`config.mk`:
```
export PLATFORM = sky130hd
export DESIGN_NAME = altitude_hold_cascade_pid_core
export DESIGN_NICKNAME = d
export VERILOG_FILES = /design/src/rtl/ahc_pkg.sv /design/src/rtl/ahc_front.sv /design/src/rtl/ahc_mult.sv /design/src/rtl/ahc_sum.sv /design/src/rtl/altitude_hold_cascade_pid_core.sv
export SDC_FILE = /design/constraint.sdc
export NUM_CORES = 2
export LEC_CHECK = 0
export ABC_CLOCK_PERIOD_IN_PS = 14600
export BUFFER_PORTS_ARGS = -buffer_cell sky130_fd_sc_hd__buf_2
export CAP_MARGIN = 30
export CORE_MARGIN = 2
export CORE_UTILIZATION = 40
export CTS_CLUSTER_DIAMETER = 100
export DETAILED_ROUTE_END_ITERATION = 8
export PLACE_DENSITY = 0.61
export SLEW_MARGIN = 20
export SYNTH_ARGS = -nofsm -noshare
export SYNTH_HDL_FRONTEND = slang
export SYNTH_SLANG_ARGS = --single-unit
```
`constraint.sdc`:
```
create_clock -name clk -period 14.6 [get_ports clk]
set_input_delay 2.92 -clock clk [delete_from_list [all_inputs] [get_ports clk]]
set_output_delay 2.92 -clock clk [all_outputs]
set_load 0.01 [all_outputs]
```
`src/rtl/ahc_pkg.sv`:
```
// Shared constants, register codes and stage payload types for the altitude hold core.
package ahc_pkg;

	// Stream widths, padded to whole bytes
	localparam int IN_W  = 88;
	localparam int OUT_W = 32;

	// Control limits
	localparam int TILT_LIMIT    = 800;
	localparam int ALT_ERR_LIMIT = 500;
	localparam int ALT_DEADBAND  = 5;
	localparam int SETVEL_LIMIT  = 300;
	localparam int VEL_P_LIMIT   = 300;
	localparam int INTEG_LIMIT   = 8192 * 300;
	localparam int D_LIMIT       = 150;
	localparam int THR_LIMIT     = 750;

	// Power-of-two scalings of the gains
	localparam int ALT_P_SHIFT = 7;
	localparam int VEL_P_SHIFT = 5;
	localparam int VEL_I_SHIFT = 13;
	localparam int VEL_D_SHIFT = 9;

	// Gain reset values
	localparam logic [7:0] ALT_P_RST = 8'd50;
	localparam logic [7:0] VEL_P_RST = 8'd120;
	localparam logic [7:0] VEL_I_RST = 8'd45;
	localparam logic [7:0] VEL_D_RST = 8'd1;

	typedef enum logic [1:0] {
		REG_ALT_P = 2'd0,
		REG_VEL_P = 2'd1,
		REG_VEL_I = 2'd2,
		REG_VEL_D = 2'd3
	} cfg_reg_t;

	typedef struct packed {
		logic [7:0] alt_p;
		logic [7:0] vel_p;
		logic [7:0] vel_i;
		logic [7:0] vel_d;
	} gains_t;

	typedef struct packed {
		logic signed [15:0] est_altitude;
		logic signed [15:0] vert_velocity;
		logic signed [15:0] vert_accel;
		logic signed [11:0] roll_angle;
		logic signed [11:0] pitch_angle;
		logic               armed;
		logic               velocity_mode;
		logic signed [7:0]  stick_velocity;
		logic               capture_target;
	} in_item_t;

	typedef struct packed {
		logic               tilt;
		logic               armed;
		logic               velocity_mode;
		logic signed [7:0]  stick_velocity;
		logic signed [15:0] vert_velocity;
		logic signed [18:0] alt_prod;
		logic signed [16:0] accel_sum;
		logic signed [15:0] target;
	} s2_t;

	typedef struct packed {
		logic               tilt;
		logic               armed;
		logic signed [25:0] p_prod;
		logic signed [25:0] i_prod;
		logic signed [25:0] d_prod;
		logic signed [15:0] target;
	} s3_t;

	typedef struct packed {
		logic signed [10:0] throttle_adjust;
		logic signed [15:0] target_altitude;
	} res_t;

endpackage

```
`src/rtl/ahc_front.sv`:
```
// Front stage: target capture, tilt check, altitude error and outer-loop product.
module ahc_front (
	input  logic             clk,
	input  logic             arst_n,
	input  logic             en,
	input  ahc_pkg::in_item_t item,
	input  logic [7:0]       alt_p_gain,
	output ahc_pkg::s2_t     st
);
	import ahc_pkg::*;

	logic signed [15:0] hold_q;
	logic signed [15:0] prev_accel_q;
	logic signed [15:0] cap_tgt;
	logic signed [15:0] new_tgt;
	logic               tilt;
	logic signed [16:0] diff;
	logic signed [9:0]  err_c;
	logic signed [9:0]  err_db;

	// Target selection and clamped, deadbanded altitude error
	always_comb begin
		cap_tgt = item.capture_target ? item.est_altitude : hold_q;
		tilt = (item.roll_angle >= TILT_LIMIT) || (item.roll_angle <= -TILT_LIMIT) ||
			(item.pitch_angle >= TILT_LIMIT) || (item.pitch_angle <= -TILT_LIMIT);
		new_tgt = (!tilt && !item.armed) ? item.est_altitude : cap_tgt;
		diff = 17'(new_tgt) - 17'(item.est_altitude);
		if (diff > ALT_ERR_LIMIT) begin
			err_c = 10'(ALT_ERR_LIMIT);
		end else if (diff < -ALT_ERR_LIMIT) begin
			err_c = 10'(-ALT_ERR_LIMIT);
		end else begin
			err_c = diff[9:0];
		end
		if (err_c > ALT_DEADBAND) begin
			err_db = err_c - 10'(ALT_DEADBAND);
		end else if (err_c < -ALT_DEADBAND) begin
			err_db = err_c + 10'(ALT_DEADBAND);
		end else begin
			err_db = '0;
		end
	end

	// Stage payload
	always_comb begin
		st.tilt           = tilt;
		st.armed          = item.armed;
		st.velocity_mode  = item.velocity_mode;
		st.stick_velocity = item.stick_velocity;
		st.vert_velocity  = item.vert_velocity;
		st.alt_prod       = 19'(signed'({1'b0, alt_p_gain})) * 19'(err_db);
		st.accel_sum      = 17'(item.vert_accel) + 17'(prev_accel_q);
		st.target         = new_tgt;
	end

	// Hold target and acceleration history
	always_ff @(posedge clk or negedge arst_n) begin
		if (!arst_n) begin
			hold_q       <= '0;
			prev_accel_q <= '0;
		end else if (en) begin
			hold_q       <= new_tgt;
			prev_accel_q <= item.vert_accel;
		end
	end

endmodule

```
`src/rtl/ahc_mult.sv`:
```
// Middle stage: velocity setpoint, velocity error and inner-loop products.
module ahc_mult (
	input  ahc_pkg::s2_t   st2,
	input  ahc_pkg::gains_t gains,
	output ahc_pkg::s3_t   st3
);
	import ahc_pkg::*;

	localparam logic signed [18:0] ALT_BIAS = 19'((1 << ALT_P_SHIFT) - 1);

	logic signed [18:0] alt_q;
	logic signed [9:0]  setvel;
	logic signed [9:0]  sel_vel;
	logic signed [16:0] vel_err;

	// Outer loop scale (truncating toward zero) and clamp
	always_comb begin
		alt_q = (st2.alt_prod + (st2.alt_prod[18] ? ALT_BIAS : 19'sd0)) >>> ALT_P_SHIFT;
		if (alt_q > SETVEL_LIMIT) begin
			setvel = 10'(SETVEL_LIMIT);
		end else if (alt_q < -SETVEL_LIMIT) begin
			setvel = 10'(-SETVEL_LIMIT);
		end else begin
			setvel = alt_q[9:0];
		end
		sel_vel = st2.velocity_mode ? 10'(st2.stick_velocity) : setvel;
		vel_err = 17'(sel_vel) - 17'(st2.vert_velocity);
	end

	// Inner loop products
	always_comb begin
		st3.tilt   = st2.tilt;
		st3.armed  = st2.armed;
		st3.p_prod = 26'(signed'({1'b0, gains.vel_p})) * 26'(vel_err);
		st3.i_prod = 26'(signed'({1'b0, gains.vel_i})) * 26'(vel_err);
		st3.d_prod = 26'(signed'({1'b0, gains.vel_d})) * 26'(st2.accel_sum);
		st3.target = st2.target;
	end

endmodule

```
`src/rtl/ahc_sum.sv`:
```
// Final stage: velocity integrator, term scaling and clamps, throttle sum.
module ahc_sum (
	input  logic          clk,
	input  logic          arst_n,
	input  logic          en,
	input  ahc_pkg::s3_t  st3,
	output ahc_pkg::res_t res
);
	import ahc_pkg::*;

	localparam logic signed [25:0] P_BIAS = 26'((1 << VEL_P_SHIFT) - 1);
	localparam logic signed [22:0] I_BIAS = 23'((1 << VEL_I_SHIFT) - 1);
	localparam logic signed [25:0] D_BIAS = 26'((1 << VEL_D_SHIFT) - 1);

	logic signed [22:0] integ_q;
	logic signed [22:0] integ_new;
	logic signed [26:0] integ_sum;
	logic signed [25:0] p_q;
	logic signed [22:0] i_q;
	logic signed [25:0] d_q;
	logic signed [10:0] p_term;
	logic signed [10:0] i_term;
	logic signed [10:0] d_term;

	// Integrator update with clamp, cleared while disarmed
	always_comb begin
		integ_sum = 27'(integ_q) + 27'(st3.i_prod);
		if (!st3.armed) begin
			integ_new = '0;
		end else if (integ_sum > INTEG_LIMIT) begin
			integ_new = 23'(INTEG_LIMIT);
		end else if (integ_sum < -INTEG_LIMIT) begin
			integ_new = 23'(-INTEG_LIMIT);
		end else begin
			integ_new = integ_sum[22:0];
		end
	end

	// Term scaling, truncating toward zero, and clamps on the P and D terms
	always_comb begin
		p_q = (st3.p_prod + (st3.p_prod[25] ? P_BIAS : 26'sd0)) >>> VEL_P_SHIFT;
		i_q = (integ_new + (integ_new[22] ? I_BIAS : 23'sd0)) >>> VEL_I_SHIFT;
		d_q = (st3.d_prod + (st3.d_prod[25] ? D_BIAS : 26'sd0)) >>> VEL_D_SHIFT;
		if (p_q > VEL_P_LIMIT) begin
			p_term = 11'(VEL_P_LIMIT);
		end else if (p_q < -VEL_P_LIMIT) begin
			p_term = 11'(-VEL_P_LIMIT);
		end else begin
			p_term = p_q[10:0];
		end
		i_term = i_q[10:0];
		if (d_q > D_LIMIT) begin
			d_term = 11'(D_LIMIT);
		end else if (d_q < -D_LIMIT) begin
			d_term = 11'(-D_LIMIT);
		end else begin
			d_term = d_q[10:0];
		end
	end

	// Throttle sum; tilted ticks give no correction
	always_comb begin
		res.throttle_adjust = st3.tilt ? 11'sd0 : (p_term + i_term - d_term);
		res.target_altitude = st3.target;
	end

	// Integrator state, held on tilted ticks
	always_ff @(posedge clk or negedge arst_n) begin
		if (!arst_n) begin
			integ_q <= '0;
		end else if (en && !st3.tilt) begin
			integ_q <= integ_new;
		end
	end

`ifndef NO_ASSERTIONS
	a_integ_range: assert property (@(posedge clk) disable iff (!arst_n)
		integ_q <= INTEG_LIMIT && integ_q >= -INTEG_LIMIT)
		else $error("integrator outside its limit");
	a_tilt_hold: assert property (@(posedge clk) disable iff (!arst_n)
		en && st3.tilt |=> $stable(integ_q))
		else $error("integrator moved on a tilted tick");
	a_disarm_clear: assert property (@(posedge clk) disable iff (!arst_n)
		en && !st3.tilt && !st3.armed |=> integ_q == 23'sd0)
		else $error("integrator not cleared while disarmed");
	a_thr_range: assert property (@(posedge clk) disable iff (!arst_n)
		en |-> res.throttle_adjust <= THR_LIMIT && res.throttle_adjust >= -THR_LIMIT)
		else $error("throttle correction out of range");
`endif

endmodule

```
`src/rtl/altitude_hold_cascade_pid_core.sv`:
```
// Top level: stream ports, gain registers, pipeline registers and result register.
// A request's valid bit passes v_s1, v_s2 and v_s3 in turn, then out_valid_q, which drives m_tvalid.
// Throughput: one request per cycle; the four-register pipeline (input, two
// product stages, result) advances as a whole whenever the result register is
// empty or being taken, so m_tready low stalls every stage.
// Reset: arst_n clears the valid bits, hold target, integrator, acceleration
// history and restores the gain registers to their defaults.
module altitude_hold_cascade_pid_core (
	input  logic                      clk,
	input  logic                      arst_n,
	// est_altitude[15:0], vert_velocity[31:16], vert_accel[47:32], roll_angle[59:48],
	// pitch_angle[71:60], armed[72], velocity_mode[73], stick_velocity[81:74],
	// capture_target[82], zero[87:83]
	input  logic [ahc_pkg::IN_W-1:0]  s_tdata,
	input  logic                      s_tvalid,
	output logic                      s_tready,
	// throttle_adjust[10:0], target_altitude[26:11], zero[31:27]
	output logic [ahc_pkg::OUT_W-1:0] m_tdata,
	output logic                      m_tvalid,
	input  logic                      m_tready,
	input  logic                      cfg_we,
	input  logic [1:0]                cfg_idx,
	input  logic [7:0]                cfg_data
);
	import ahc_pkg::*;

	gains_t   gains_q;
	in_item_t item_in;
	in_item_t item_s1;
	s2_t      st2_c;
	s2_t      st2_s2;
	s3_t      st3_c;
	s3_t      st3_s3;
	res_t     res_c;
	logic     v_s1, v_s2, v_s3, out_valid_q;
	logic     adv;
	logic [OUT_W-1:0] out_data_q;

	// Whole pipe advances when the result register can take a new entry
	assign adv      = !out_valid_q || m_tready;
	assign s_tready = adv;
	assign m_tvalid = out_valid_q;
	assign m_tdata  = out_data_q;

	// Unpack input request
	always_comb begin
		item_in.est_altitude   = s_tdata[15:0];
		item_in.vert_velocity  = s_tdata[31:16];
		item_in.vert_accel     = s_tdata[47:32];
		item_in.roll_angle     = s_tdata[59:48];
		item_in.pitch_angle    = s_tdata[71:60];
		item_in.armed          = s_tdata[72];
		item_in.velocity_mode  = s_tdata[73];
		item_in.stick_velocity = s_tdata[81:74];
		item_in.capture_target = s_tdata[82];
	end

	// Gain registers
	always_ff @(posedge clk or negedge arst_n) begin
		if (!arst_n) begin
			gains_q.alt_p <= ALT_P_RST;
			gains_q.vel_p <= VEL_P_RST;
			gains_q.vel_i <= VEL_I_RST;
			gains_q.vel_d <= VEL_D_RST;
		end else if (cfg_we) begin
			case (cfg_reg_t'(cfg_idx))
				REG_ALT_P: gains_q.alt_p <= cfg_data;
				REG_VEL_P: gains_q.vel_p <= cfg_data;
				REG_VEL_I: gains_q.vel_i <= cfg_data;
				REG_VEL_D: gains_q.vel_d <= cfg_data;
				default:   gains_q <= gains_q;
			endcase
		end
	end

	ahc_front u_front (
		.clk        (clk),
		.arst_n     (arst_n),
		.en         (adv && v_s1),
		.item       (item_s1),
		.alt_p_gain (gains_q.alt_p),
		.st         (st2_c)
	);

	ahc_mult u_mult (
		.st2   (st2_s2),
		.gains (gains_q),
		.st3   (st3_c)
	);

	ahc_sum u_sum (
		.clk    (clk),
		.arst_n (arst_n),
		.en     (adv && v_s3),
		.st3    (st3_s3),
		.res    (res_c)
	);

	// Stage valid bits
	always_ff @(posedge clk or negedge arst_n) begin
		if (!arst_n) begin
			v_s1        <= 1'b0;
			v_s2        <= 1'b0;
			v_s3        <= 1'b0;
			out_valid_q <= 1'b0;
		end else if (adv) begin
			v_s1        <= s_tvalid;
			v_s2        <= v_s1;
			v_s3        <= v_s2;
			out_valid_q <= v_s3;
		end
	end

	// Stage payloads
	always_ff @(posedge clk) begin
		if (adv) begin
			item_s1    <= item_in;
			st2_s2     <= st2_c;
			st3_s3     <= st3_c;
			out_data_q <= {5'd0, res_c.target_altitude, res_c.throttle_adjust};
		end
	end

endmodule
```
==> metrics.txt <==
CP Max Fanout 30; Remaining DRCs 0; reg2reg start item_s1[23]; CTS tree built; layout cells sized above 1 under 10%; ranking of synthesized cells by area edfxtp_1 23%, fa_1 22%, ha_1 11%; Fin Clk Skew roughly 0.050 ns; worst-margin pin slew 0.969 ns; CTS root buf clkbuf_16; status completed; cell with the most instances after synthesis inv_1; Worst Path Required about 15 ns; Area Overhead vs Synth 10.4%; 1st-iter DRT viols around 1200; Routed wire per std cell 15.6 µm; endpoints failing setup 0; Hold Path End st2_s2[73]; design area 41000 µm²; largest net degree at the start of global routing 144; IO Port Bufs between 100 and 150; clock buffer depth 3; Hold-fix buffers, CTS 0; PostCTS Resize Cnt 0; Boundary Pins 137; Startpoint Class register; final core utilization between 40% and 50%; Avg Cell Area, Syn 10.0 µm²; count of cell types in the netlist 87; RSZ-0062 raised after global routing no; final wirelength 79700 µm; total track usage 17.3%; max incr delay on CP 0.72 ns; WP buf/inv 6; hold depth 0; FF-to-FF setup slack roughly 1.9 ns; area leader, netlist edfxtp_1; Seq/Total Area, Yosys 29.2%; post-place instance area 39300 µm²; post-synth top area share 23.0%; via count roughly 25000; grt ovf 0; Max Fclk 78.9 MHz; min Tclk post-route 12.67 ns; placer congestion estimate 0.865; Final HPWL DP ~62000 µm; drt first pass iters 5; sum of negative setup slack 0 ns; Worst Setup SP item_s1[23]; clk slew on worst S/H paths 0.06 ns; max cap viols 0; initial core utilization 40.5%; Core Rows around 110; crit path kind reg -> reg; flops & latches, synth 376; ANT nets after route 0; Die X 309 µm; Final nets about 4600; top cells by count, synth 648 x inv_1, 404 x fa_1, 334 x nand2_1; CTS buffer count 48; R2R depth 50; EDFF count, synth 285; Cells after Synth 3711; Pins Over Slew Limit 0; predominant post-synthesis flop cell edfxtp_1; initial antenna violation count 1; worst hold path class reg -> reg; CP delay by family, top compound AO/OA/AOI/OAI gates; Hold Vio Cnt, Final 0; crit path DAT 13.01 ns; RR Endpoint st2_s2[51]; H-tree depth 2; clk_lat worst skew 0.63 ns; vias in the first global route 25900; Cell Area, Synth 37200 µm²; Post-CTS Setup Inserts 0; die area 95400 µm²; Vias/cell 4.96; CORE AREA 91800 µm²; clock sink count 376; HP Start item_s1[6]; final period utilization 86.8%; Ys Warns 0; die height 309 µm; Worst path slowest cell o21ai_1; CP Capture Type register; first-pass GRT wire length 133000 µm; Max transition margin 35.4%; Post-synth ARST share 24.2%
## area by class of cell
cell class / instances / area [µm²]
antenna: 2 / 5.00
inverter: 648 / 2430
clock inverter: 36 / 493
sequential: 376 / 10900
clock buffer: 54 / 1270
timing repair buffer: 160 / 898
tap: 1243 / 1560
multi-input combinational: 2590 / 23500
fill: 8799 / 50800
## through the flow
step,worst slack (ns),hold slack (ns),cells
after floorplan,0.738,0.400,3715
after global placement,2.27,0.401,5016
after detailed placement,2.01,0.405,5017
after CTS,1.96,0.413,5107
after global routing,0.804,0.422,5108
final,1.93,0.412,5109
## sequential cells by signal, indices dropped and copies added (netlist names)
signal / cells
v_s1: 1
u_front.prev_accel_q: 16
u_front.hold_q: 16
m_tdata: 27
gains_q: 32
item_s1: 83
m_tvalid: 1
v_s3: 1
st2_s2: 79
u_sum.integ_q: 23
v_s2: 1
st3_s3: 96
## how the worst max path moves through the flow
| stage | end | slack (ns) | depth (start not counted) |
|---|---|---|---|
| after global placement | st2_s2[51] | 2.27 | 50 |
| after global routing | st2_s2[51] | 0.80 | 50 |
| after floorplan | u_front.hold_q[10] | 0.74 | 5 |
| after CTS | st2_s2[51] | 1.96 | 50 |
| after detailed placement | st2_s2[51] | 2.01 | 50 |
| final | st2_s2[51] | 1.93 | 50 |
## cell families after synthesis
| family | Yosys count | synth area share (%) |
|---|---|---|
| adder cells (fa/ha/maj) | 717 | 32.3 |
| flip-flops | 376 | 29.2 |
| multiplexers | 73 | 2.23 |
| XOR/XNOR | 173 | 4.11 |
| other | 1 | 0.0101 |
| AO/OA/AOI/OAI | 538 | 9.62 |
| buffers and inverters | 749 | 7.63 |
| AND/OR/NAND/NOR | 1084 | 14.9 |
## per-layer routing
layer / routed length, µm / track usage [%] / vias to the layer above
met5: 0 / 0 / -
li1: - / - / 12400
met2: 37200 / 28.7 / 362
met1: 37500 / 23.5 / 12500
met3: 3410 / 2.89 / 82
met4: 1560 / 4.29 / 0
## cell usage in the layout (no fill, tap or decap), types with 19 or more instances in the layout
cell       count
ha_1         313
nor3_1        54
inv_1        648
buf_4         33
clkbuf_16     48
nand2b_1      29
o21a_1        27
xnor2_1      115
nor2_1       160
and2_1       275
mux2_2        68
buf_2        126
nand4_1       21
a21o_1        64
and3_1        23
a21oi_1      133
nand2_1      334
nand3_1       33
or3_1         20
fa_1         404
a21boi_0      19
dfrtp_1       79
xor2_1        55
o21ai_0      115
nor2b_1       61
edfxtp_1     285
o31ai_1       20
Power is left out: the tool's default activity adds up to more than one toggle a clock period on the data nets, which glitch-free logic cannot reach.
